==> config.mk <==
export PLATFORM = sky130hd
export DESIGN_NAME = multi_context_crc32
export DESIGN_NICKNAME = d
export VERILOG_FILES = /design/src/rtl/mcc_pkg.sv /design/src/rtl/mcc_ctx_bank.sv /design/src/rtl/multi_context_crc32.sv
export VERILOG_INCLUDE_DIRS = /design/src /design/src/rtl
export SDC_FILE = /design/constraint.sdc
export NUM_CORES = 1
export LEC_CHECK = 0
export ABC_AREA = 0
export ABC_CLOCK_PERIOD_IN_PS = 6220
export BUFFER_PORTS_ARGS = -buffer_cell sky130_fd_sc_hd__buf_2
export CAP_MARGIN = 20
export CORE_MARGIN = 2
export CORE_UTILIZATION = 55
export DETAILED_ROUTE_END_ITERATION = 12
export PLACE_DENSITY = 0.8
export SLEW_MARGIN = 15
export SYNTH_ARGS = -nofsm -noshare
export SYNTH_HDL_FRONTEND = slang
export SYNTH_SLANG_ARGS = --single-unit
==> constraint.sdc <==
create_clock -name i_clk -period 6.22 [get_ports i_clk]
set_input_delay 1.244 -clock i_clk [delete_from_list [all_inputs] [get_ports i_clk]]
set_output_delay 1.244 -clock i_clk [all_outputs]
set_load 0.01 [all_outputs]
==> src/rtl/assert_macros.svh <==
// ----------------------------------------------------------------------------
// assertion macros
// shared concurrent assertion wrappers for the rtl
// ----------------------------------------------------------------------------
`ifndef ASSERT_MACROS_SVH
`define ASSERT_MACROS_SVH

// checked only outside reset
`define ASSERT_CLK(label, prop, msg) \
    label: assert property (@(posedge i_clk) disable iff (!i_rst_n) prop) else $error(msg);

// checked at every edge, reset included
`define ASSERT_ALWAYS(label, prop, msg) \
    label: assert property (@(posedge i_clk) prop) else $error(msg);

`endif

==> src/rtl/mcc_pkg.sv <==
// ----------------------------------------------------------------------------
// mcc_pkg
// types, constants and the byte step of the multi-context crc-32
// ----------------------------------------------------------------------------
`timescale 1ns / 1ps
`default_nettype none

package mcc_pkg;

    localparam int unsigned OPCODE_W = 2;
    localparam int unsigned INDEX_W  = 4;
    localparam int unsigned BYTE_W   = 8;
    localparam int unsigned CRC_W    = 32;

    localparam logic [CRC_W-1:0]  POLY_REFLECTED = 32'hEDB8_8320;
    localparam logic [CRC_W-1:0]  ALL_ONES       = 32'hFFFF_FFFF;
    localparam logic [BYTE_W-1:0] BYTE_MASK      = 8'hFF;

    typedef enum logic [OPCODE_W-1:0] {
        OP_START  = 2'd0,
        OP_FOLD   = 2'd1,
        OP_FINISH = 2'd2
    } t_opcode;

    typedef struct packed {
        logic                fire;
        logic [OPCODE_W-1:0] opcode;
        logic [INDEX_W-1:0]  context_index;
        logic [BYTE_W-1:0]   data_byte;
    } t_ctx_req;

    typedef struct packed {
        logic [CRC_W-1:0] crc_value;
        logic             context_was_active;
    } t_ctx_rsp;

    // one reflected byte step, eight bit shifts
    function automatic logic [CRC_W-1:0] crc_fold_byte(
        input logic [CRC_W-1:0]  crc,
        input logic [BYTE_W-1:0] data
    );
        logic [CRC_W-1:0] r;
        r = {{(CRC_W-BYTE_W){1'b0}}, (crc[BYTE_W-1:0] ^ data) & BYTE_MASK};
        for (int b = 0; b < BYTE_W; b++) begin
            r = r[0] ? ((r >> 1) ^ POLY_REFLECTED) : (r >> 1);
        end
        return r ^ (crc >> BYTE_W);
    endfunction

endpackage

`default_nettype wire

==> src/rtl/mcc_ctx_bank.sv <==
// ----------------------------------------------------------------------------
// mcc_ctx_bank
// bank of crc contexts with the per-item read, update and write back
// ----------------------------------------------------------------------------
`timescale 1ns / 1ps
`default_nettype none

`include "assert_macros.svh"

module mcc_ctx_bank #(
    parameter int unsigned DEPTH = 16
) (
    input  wire                 i_clk,
    input  wire                 i_rst_n,
    input  mcc_pkg::t_ctx_req   i_req,
    output mcc_pkg::t_ctx_rsp   o_rsp
);
    import mcc_pkg::*;

    localparam int unsigned       IDX_W   = (DEPTH > 1) ? $clog2(DEPTH) : 1;
    localparam logic [INDEX_W:0]  DEPTH_L = (INDEX_W+1)'(DEPTH);

    logic [CRC_W-1:0] r_ctx [DEPTH];

    logic             in_range;
    logic [IDX_W-1:0] ctx_idx;
    logic [CRC_W-1:0] cur;
    logic             active;
    logic [CRC_W-1:0] n_ctx;
    logic [CRC_W-1:0] crc_out;

    assign in_range = ({1'b0, i_req.context_index} < DEPTH_L);
    assign ctx_idx  = in_range ? i_req.context_index[IDX_W-1:0] : '0;
    assign cur      = in_range ? r_ctx[ctx_idx] : '0;
    assign active   = (cur != '0);

    always_comb begin
        n_ctx   = cur;
        crc_out = '0;
        case (i_req.opcode)
            OP_START: begin
                n_ctx = ALL_ONES;
            end
            OP_FOLD: begin
                if (active) begin
                    n_ctx = crc_fold_byte(cur, i_req.data_byte);
                end
            end
            OP_FINISH: begin
                if (active) begin
                    crc_out = cur ^ ALL_ONES;
                    n_ctx   = '0;
                end
            end
            default: begin
                n_ctx = cur;
            end
        endcase
    end

    always_ff @(posedge i_clk) begin
        if (!i_rst_n) begin
            for (int k = 0; k < DEPTH; k++) begin
                r_ctx[k] <= '0;
            end
        end else if (i_req.fire && in_range) begin
            r_ctx[ctx_idx] <= n_ctx;
        end
    end

    assign o_rsp.crc_value          = crc_out;
    assign o_rsp.context_was_active = active;

    `ASSERT_CLK(a_start_loads_ones,
        (i_req.fire && in_range && i_req.opcode == OP_START)
            |=> (r_ctx[$past(ctx_idx)] == ALL_ONES),
        "start did not load all ones")
    `ASSERT_CLK(a_result_needs_active,
        (o_rsp.crc_value != '0) |-> o_rsp.context_was_active,
        "nonzero crc from an inactive context")

endmodule

`default_nettype wire

==> src/rtl/multi_context_crc32.sv <==
// ----------------------------------------------------------------------------
// multi_context_crc32
// crc-32 (reflected 0xedb88320) engine holding a bank of independent contexts
// ----------------------------------------------------------------------------
// usage
//   input channel i_valid / o_ready carries opcode, context index and data
//   byte; output channel o_valid / i_ready carries crc value and the
//   context-was-active flag, exactly one output beat per input beat
//   opcodes: start loads all ones, fold runs one byte step, finish returns
//   the inverted crc and frees the context; a zero context is inactive
//   an accepted beat passes two registers on its way to the output: input
//   stage, then result stage
//   throughput: one beat per cycle unless stalled, set by the single byte
//   step that sits between the input register and the context bank write back
//   back-to-back beats to the same context chain through the bank
//   reset clears every context to inactive and empties both stages
//   when the receiver stalls, the result stage holds and o_ready drops once
//   the input stage is full as well; no beat is lost or repeated
// ----------------------------------------------------------------------------
`timescale 1ns / 1ps
`default_nettype none

`include "assert_macros.svh"

module multi_context_crc32 #(
    parameter int unsigned CONTEXTS = 16
) (
    input  wire                           i_clk,
    input  wire                           i_rst_n,
    input  wire                           i_valid,
    output logic                          o_ready,
    input  wire  [mcc_pkg::OPCODE_W-1:0]  i_opcode,
    input  wire  [mcc_pkg::INDEX_W-1:0]   i_context_index,
    input  wire  [mcc_pkg::BYTE_W-1:0]    i_data_byte,
    output logic                          o_valid,
    input  wire                           i_ready,
    output logic [mcc_pkg::CRC_W-1:0]     o_crc_value,
    output logic                          o_context_was_active
);
    import mcc_pkg::*;

    // only the contexts the index port can reach are stored
    localparam int unsigned BANK_DEPTH =
        (CONTEXTS < (1 << INDEX_W)) ? CONTEXTS : (1 << INDEX_W);

    logic                r_in_vld;
    logic [OPCODE_W-1:0] r_opcode;
    logic [INDEX_W-1:0]  r_index;
    logic [BYTE_W-1:0]   r_data;

    logic                r_out_vld;
    logic [CRC_W-1:0]    r_crc;
    logic                r_active;

    logic     advance;
    t_ctx_req bank_req;
    t_ctx_rsp bank_rsp;

    assign advance = r_in_vld && (!r_out_vld || i_ready);
    assign o_ready = !r_in_vld || advance;

    assign bank_req.fire          = advance;
    assign bank_req.opcode        = r_opcode;
    assign bank_req.context_index = r_index;
    assign bank_req.data_byte     = r_data;

    mcc_ctx_bank #(
        .DEPTH (BANK_DEPTH)
    ) u_bank (
        .i_clk   (i_clk),
        .i_rst_n (i_rst_n),
        .i_req   (bank_req),
        .o_rsp   (bank_rsp)
    );

    // input stage
    always_ff @(posedge i_clk) begin
        if (!i_rst_n) begin
            r_in_vld <= 1'b0;
        end else if (o_ready) begin
            r_in_vld <= i_valid;
        end
    end

    always_ff @(posedge i_clk) begin
        if (o_ready && i_valid) begin
            r_opcode <= i_opcode;
            r_index  <= i_context_index;
            r_data   <= i_data_byte;
        end
    end

    // result stage
    always_ff @(posedge i_clk) begin
        if (!i_rst_n) begin
            r_out_vld <= 1'b0;
        end else if (advance) begin
            r_out_vld <= 1'b1;
        end else if (i_ready) begin
            r_out_vld <= 1'b0;
        end
    end

    always_ff @(posedge i_clk) begin
        if (advance) begin
            r_crc    <= bank_rsp.crc_value;
            r_active <= bank_rsp.context_was_active;
        end
    end

    assign o_valid              = r_out_vld;
    assign o_crc_value          = r_crc;
    assign o_context_was_active = r_active;

    `ASSERT_ALWAYS(a_reset_empties,
        !i_rst_n |=> (!r_in_vld && !r_out_vld),
        "pipeline not empty after reset")
    `ASSERT_CLK(a_stalled_input_holds,
        (r_in_vld && !advance) |=> (r_in_vld && $stable(r_index) && $stable(r_opcode)),
        "input stage lost a stalled beat")
    `ASSERT_CLK(a_out_crc_needs_active,
        (o_valid && o_crc_value != '0) |-> o_context_was_active,
        "nonzero crc beat from an inactive context")

endmodule

`default_nettype wire
======== Word-level counts from Yosys, hierarchy flattened ========
Memories as Yosys holds them, arrays and structs flattened. A register that Yosys moved wholly into a read port is not among the register bits.
Index checks and enable logic that the tools add are counted.
storage, ports and cells
  memory bits (writable) .................. 512
  logic and storage cells ................. 53
  latch bits .............................. 0
  memories kept ........................... 1
  input port bits ......................... 18
  ROM bits ................................ 0
  register bits after elaboration ......... 49
operators by class
  reductions and logical operators ........ 11
  muxes and demuxes ....................... 21
  multiply operators ...................... 0
  divide/modulo/power cells ............... 0
  shifts and indexed selects .............. 0
  add/sub/neg operators ................... 0
  bitwise gates (word level) .............. 11
  equality and inequality tests ........... 2
  magnitude comparators ................... 0
memories
  memory        depth  width  rd ports  clocked after Yosys merged registers in  write ports  line                RTL
  u_bank.r_ctx  16     32     1         1                                        16           mcc_ctx_bank.sv:23  logic [CRC_W-1:0] r_ctx [DEPTH];
operators by type and width
  operator                                       count
  2-to-1 mux 32 bit                              11
  NOT 13 -> 14 bit                               7
  one-hot mux 32 bit (3 select lines)            1
  NOT 32 bit                                     1
  nonzero test 32 bit                            1
  OR reduction 32 bit                            1
  XOR 32 x 24 -> 32 bit                          1
  NOT 1 -> 14 bit                                1
  2-to-1 mux 4 bit                               2
  XOR 8 bit                                      1
  2-to-1 mux 1 bit                               7
  == test 2 x 1 -> 1 bit, second input constant  1
  == test 2 bit, second input constant           1
  logical AND 1 bit                              2
  logical NOT 1 bit                              2
  logical NOT 2 bit                              1
  logical OR 1 bit                               2
  AND reduction 2 bit                            1
  nonzero test 2 bit                             1

======== Longest topological paths before layout ========
  depth in word-level cells ............... 21
  gate-level depth with buffers ........... 18
  gate-level depth less buffers ........... 10

======== By module ========
A second synthesis with hierarchy kept.
unflattened totals
  cells, all modules ...................... 1737
  area, all modules ....................... 25540.7 um^2
by module, submodules not included
  module               sequential area each (um^2)  times used  cells an instance  area an instance (um^2)
  mcc_ctx_bank         15374.7                      1           1681               24025.5
  multi_context_crc32  1451.4                       1           56                 1515.2

======== Worst setup path before layout ========
No wires, ideal clock.
  path kind ............................... in2reg
  start ................................... input port i_ready
  end ..................................... memory u_bank.r_ctx[13][0], enable pin
  stages .................................. 7
  data required time ...................... 5831 ps
  arrival ................................. 4573 ps
  setup slack ............................. 1257 ps
  library setup time ...................... 389 ps
  path buffers ............................ 1
  path through ............................ nor2b_1 > nor2b_1 > nand2_1 > nor3_1 > nand3_1 > clkbuf_1 > nand2_1
RTL lines
  what         line                       RTL
  from (decl)  multi_context_crc32.sv:36  input wire i_ready,
  to (decl)    mcc_ctx_bank.sv:23

==> metrics.md <==
| Metric | Value |
|---|---|
| Status | `complete, no violations` |
| Initial antenna violation count | `1` |
| Final setup margin | `0.9297 ns` |
| Core area | `45670 um^2` |
| Post-synth top cells | `559 x edfxtp_1, 446 x nor2_1, 115 x mux4_2` |
| Final Hold Viols | `0` |
| # H-tree levels | `2` |
| Vias per std cell | `6.890` |
| Clk slew on worst S/H paths | `0.06 ns` |
| Gpl congestion | `0.9531` |
| Hold wc startpoint | `r_in_vld` |
| Final setup fails | `0` |
| ANT cells | `0` |
| FF-to-FF End | `u_bank.r_ctx[0][20]` |
| FFs w/ async S/R, synth | `0` |
| # IOs | `53` |
| Rows | `78` |
| Detailed-route wire length | `74890 um` |
| Worst Hold Depth | `1` |
| Post-place setup slack | `1.061 ns` |
| DIE HEIGHT | `219.6 um` |
| Nets@finish | `1816` |
| Synth warn | `0` |
| Clock Power Share | `0.347` |
| Area share of the leading cell type in the synthesized netlist | `0.6567` |
| Layout cells sized above 1 | `0.2122` |
| Distinct cell type count after synthesis | `66` |
| Logic pwr share | `0.176` |
| Port buffer count | `52` |
| Die area | `48220 um^2` |
| Fin cells | `2443` |
| RSZ-0062 raised after global routing | `no` |
| Root Buffer | `clkbuf_16` |
| Final worst-path cycle share | `0.8505` |
| Register bit total from synthesis | `565` |
| # hold bufs at CTS | `0` |
| Switch share | `0.2755` |
| Worst slew margin | `0.3055` |
| TritonCTS clock tree | `built` |
| Worst slew pin tran | `1.038 ns` |
| Largest net degree at the start of global routing | `80` |
| Post-Syn Area | `25560 um^2` |
| Hold Crit Class | `register to register` |
| Initial DRC Count | `2939` |
| Detailed-placement wirelength estimate | `42190 um` |
| Synth top area cells | `edfxtp_1 66%, mux4_2 10%, nor2_1 6.5%` |
| Final setup TNS | `0 ns` |
| Post-DRT Antenna Nets | `0` |
| Via count | `16830` |
| Die Wd | `219.6 um` |
| MaxCap Viol Count | `0` |
| Most common cell in the netlist | `edfxtp_1` |
| Max VDD drop | `0.0002070 V` |
| Biggest area consumer among synthesized cells | `edfxtp_1` |
| Switch Pwr | `2.552 mW` |
| Syn-to-layout area delta | `10.25%` |
| Pwr dens | `328.8 nW/um^2` |
| Total Routing Usage GR | `0.3163` |
| Lkg Pwr | `10.01 nW` |
| Fin Clk Skew | `0.01703 ns` |
| CP startpoint kind | `register` |
| Most used flip-flop cell after synthesis | `edfxtp_1` |
| DP Area | `26430 um^2` |
| Kind of critical path | `register to register` |
| Flop pwr share | `0.477` |
| First-pass GRT wire length | `108000 um` |
| Mapped Nets | `1789` |
| Total Power | `9.265 mW` |
| Fmax | `189.0 MHz` |
| Overflow after GRT | `0` |
| Final min period | `5.290 ns` |
| Post-synthesis cell count | `1771` |
| Worst path required time | `6.54 ns` |
| Initial Utilization | `0.5597` |
| P_int | `6.713 mW` |
| Critical Path AT | `5.61 ns` |
| Cts bufs inserted | `55` |
| Sequential element share of the synthesized area | `0.6614` |
| Reg2reg path depth | `12` |
| Clock buffer depth | `3` |
| Vias in the first global route | `16760` |
| Pins Over Slew Limit | `0` |
| Avg WL per Cell | `30.66 um` |
| Post-layout util | `0.6170` |
| Post-CTS resize count | `0` |
| Hold Path Sink | `o_valid` |
| Drt pass-1 iters | `6` |
| Post-synth EDFFs | `559` |
| Placed instance count | `2339` |
| Syn_area_per_cell | `14.43 um^2` |
| DRC Markers | `0` |
| Final hold slack | `0.5377 ns` |
| Post-CTS setup buffer count | `0` |
| FF-to-FF setup slack | `0.93 ns` |
| Clk sink count | `565` |
| Final Instance Area | `28180 um^2` |
| Setup crit end kind | `register` |
| Skew-Pair Late Insertion Delay | `0.62 ns` |
| Critical Path Fanout Max | `35` |
## power groups by stage
stage	Combinational, mW	Sequential (mW)	Clock, mW
detailed placement	1.58	4.49	0
global placement	1.56	4.48	0
floorplan	1.21	4.45	0
CTS	1.60	4.41	3.21
finish	1.63	4.42	3.22
global route	1.71	4.42	3.36
## flip-flops by register name, summed over array words and instances, names as in the netlist, named ones only
name,count
r_data,8
u_bank.r_ctx,512
o_context_was_active,1
r_in_vld,1
r_index,4
o_valid,1
o_crc_value,32
r_opcode,2
## layout make-up
class,count,area (um^2)
fill,3251,17490
sequential,565,16920
multi-input combinational,1057,7990
clock buffer,75,1494
timing repair buffer,114,808.3
tap,600,750.7
clock inverter,27,203.9
inverter,5,18.77
## worst max path at each step
stage | endpoint | slack (ns) | cells past startpoint | from
finish | u_bank.r_ctx[0][20] | 0.93 | 12 | register
global route | u_bank.r_ctx[10][3] | 0.73 | 12 | register
CTS | u_bank.r_ctx[11][20] | 1.06 | 12 | register
detailed placement | u_bank.r_ctx[11][20] | 1.06 | 12 | register
global placement | u_bank.r_ctx[2][20] | 1.35 | 12 | register
floorplan | u_bank.r_ctx[13][0] | 1.26 | 7 | i_ready
## logic make-up (layout without fill, tap and decap cells)
logic type      after synthesis  in the layout  synth area share
simple gates                698            698            0.1177
flops                       565            565            0.6614
mux                         164            164            0.1213
buf+inv                     149            221           0.02981
compound gates              133            133           0.03911
xor+xnor                     62             62           0.03069
## critical path: stages (launching register included)
cell	delay (ns)
dfxtp_4	0.82
buf_4	0.35
mux4_2	0.53
mux2i_1	0.17
mux2i_1	0.12
buf_4	0.23
a2111oi_0	0.60
nor4bb_1	0.49
and4_1	0.32
buf_4	0.21
nor3_1	0.10
a211oi_2	0.88
nor2_1	0.13
## routing by layer
metal  track usage  vias to the layer above  part of all wire
li1              -                     6653                 -
met1        0.4039                     8318              0.33
met2        0.4999                     1505              0.47
met3       0.06805                      355              0.13
met4        0.1940                        2             0.067
met5             0                        -           0.00017
## layout by cell type (no fill, tap or decap), drive strengths merged, types with 4 or more instances in the layout
master  instances
a21boi         24
a21oi          24
a221oi         15
a22oi          35
and2            7
buf           114
clkbuf         75
clkinv         23
dfxtp           6
edfxtp        559
inv             5
mux2i          46
mux4          115
nand2          60
nand3          10
nor2          457
nor2b          14
nor3          113
nor4b           4
o21a            5
o21ai          14
or2            16
xnor2          44
xnor3           6
xor2            9
Note: power is estimated with default switching activity, not from simulation.
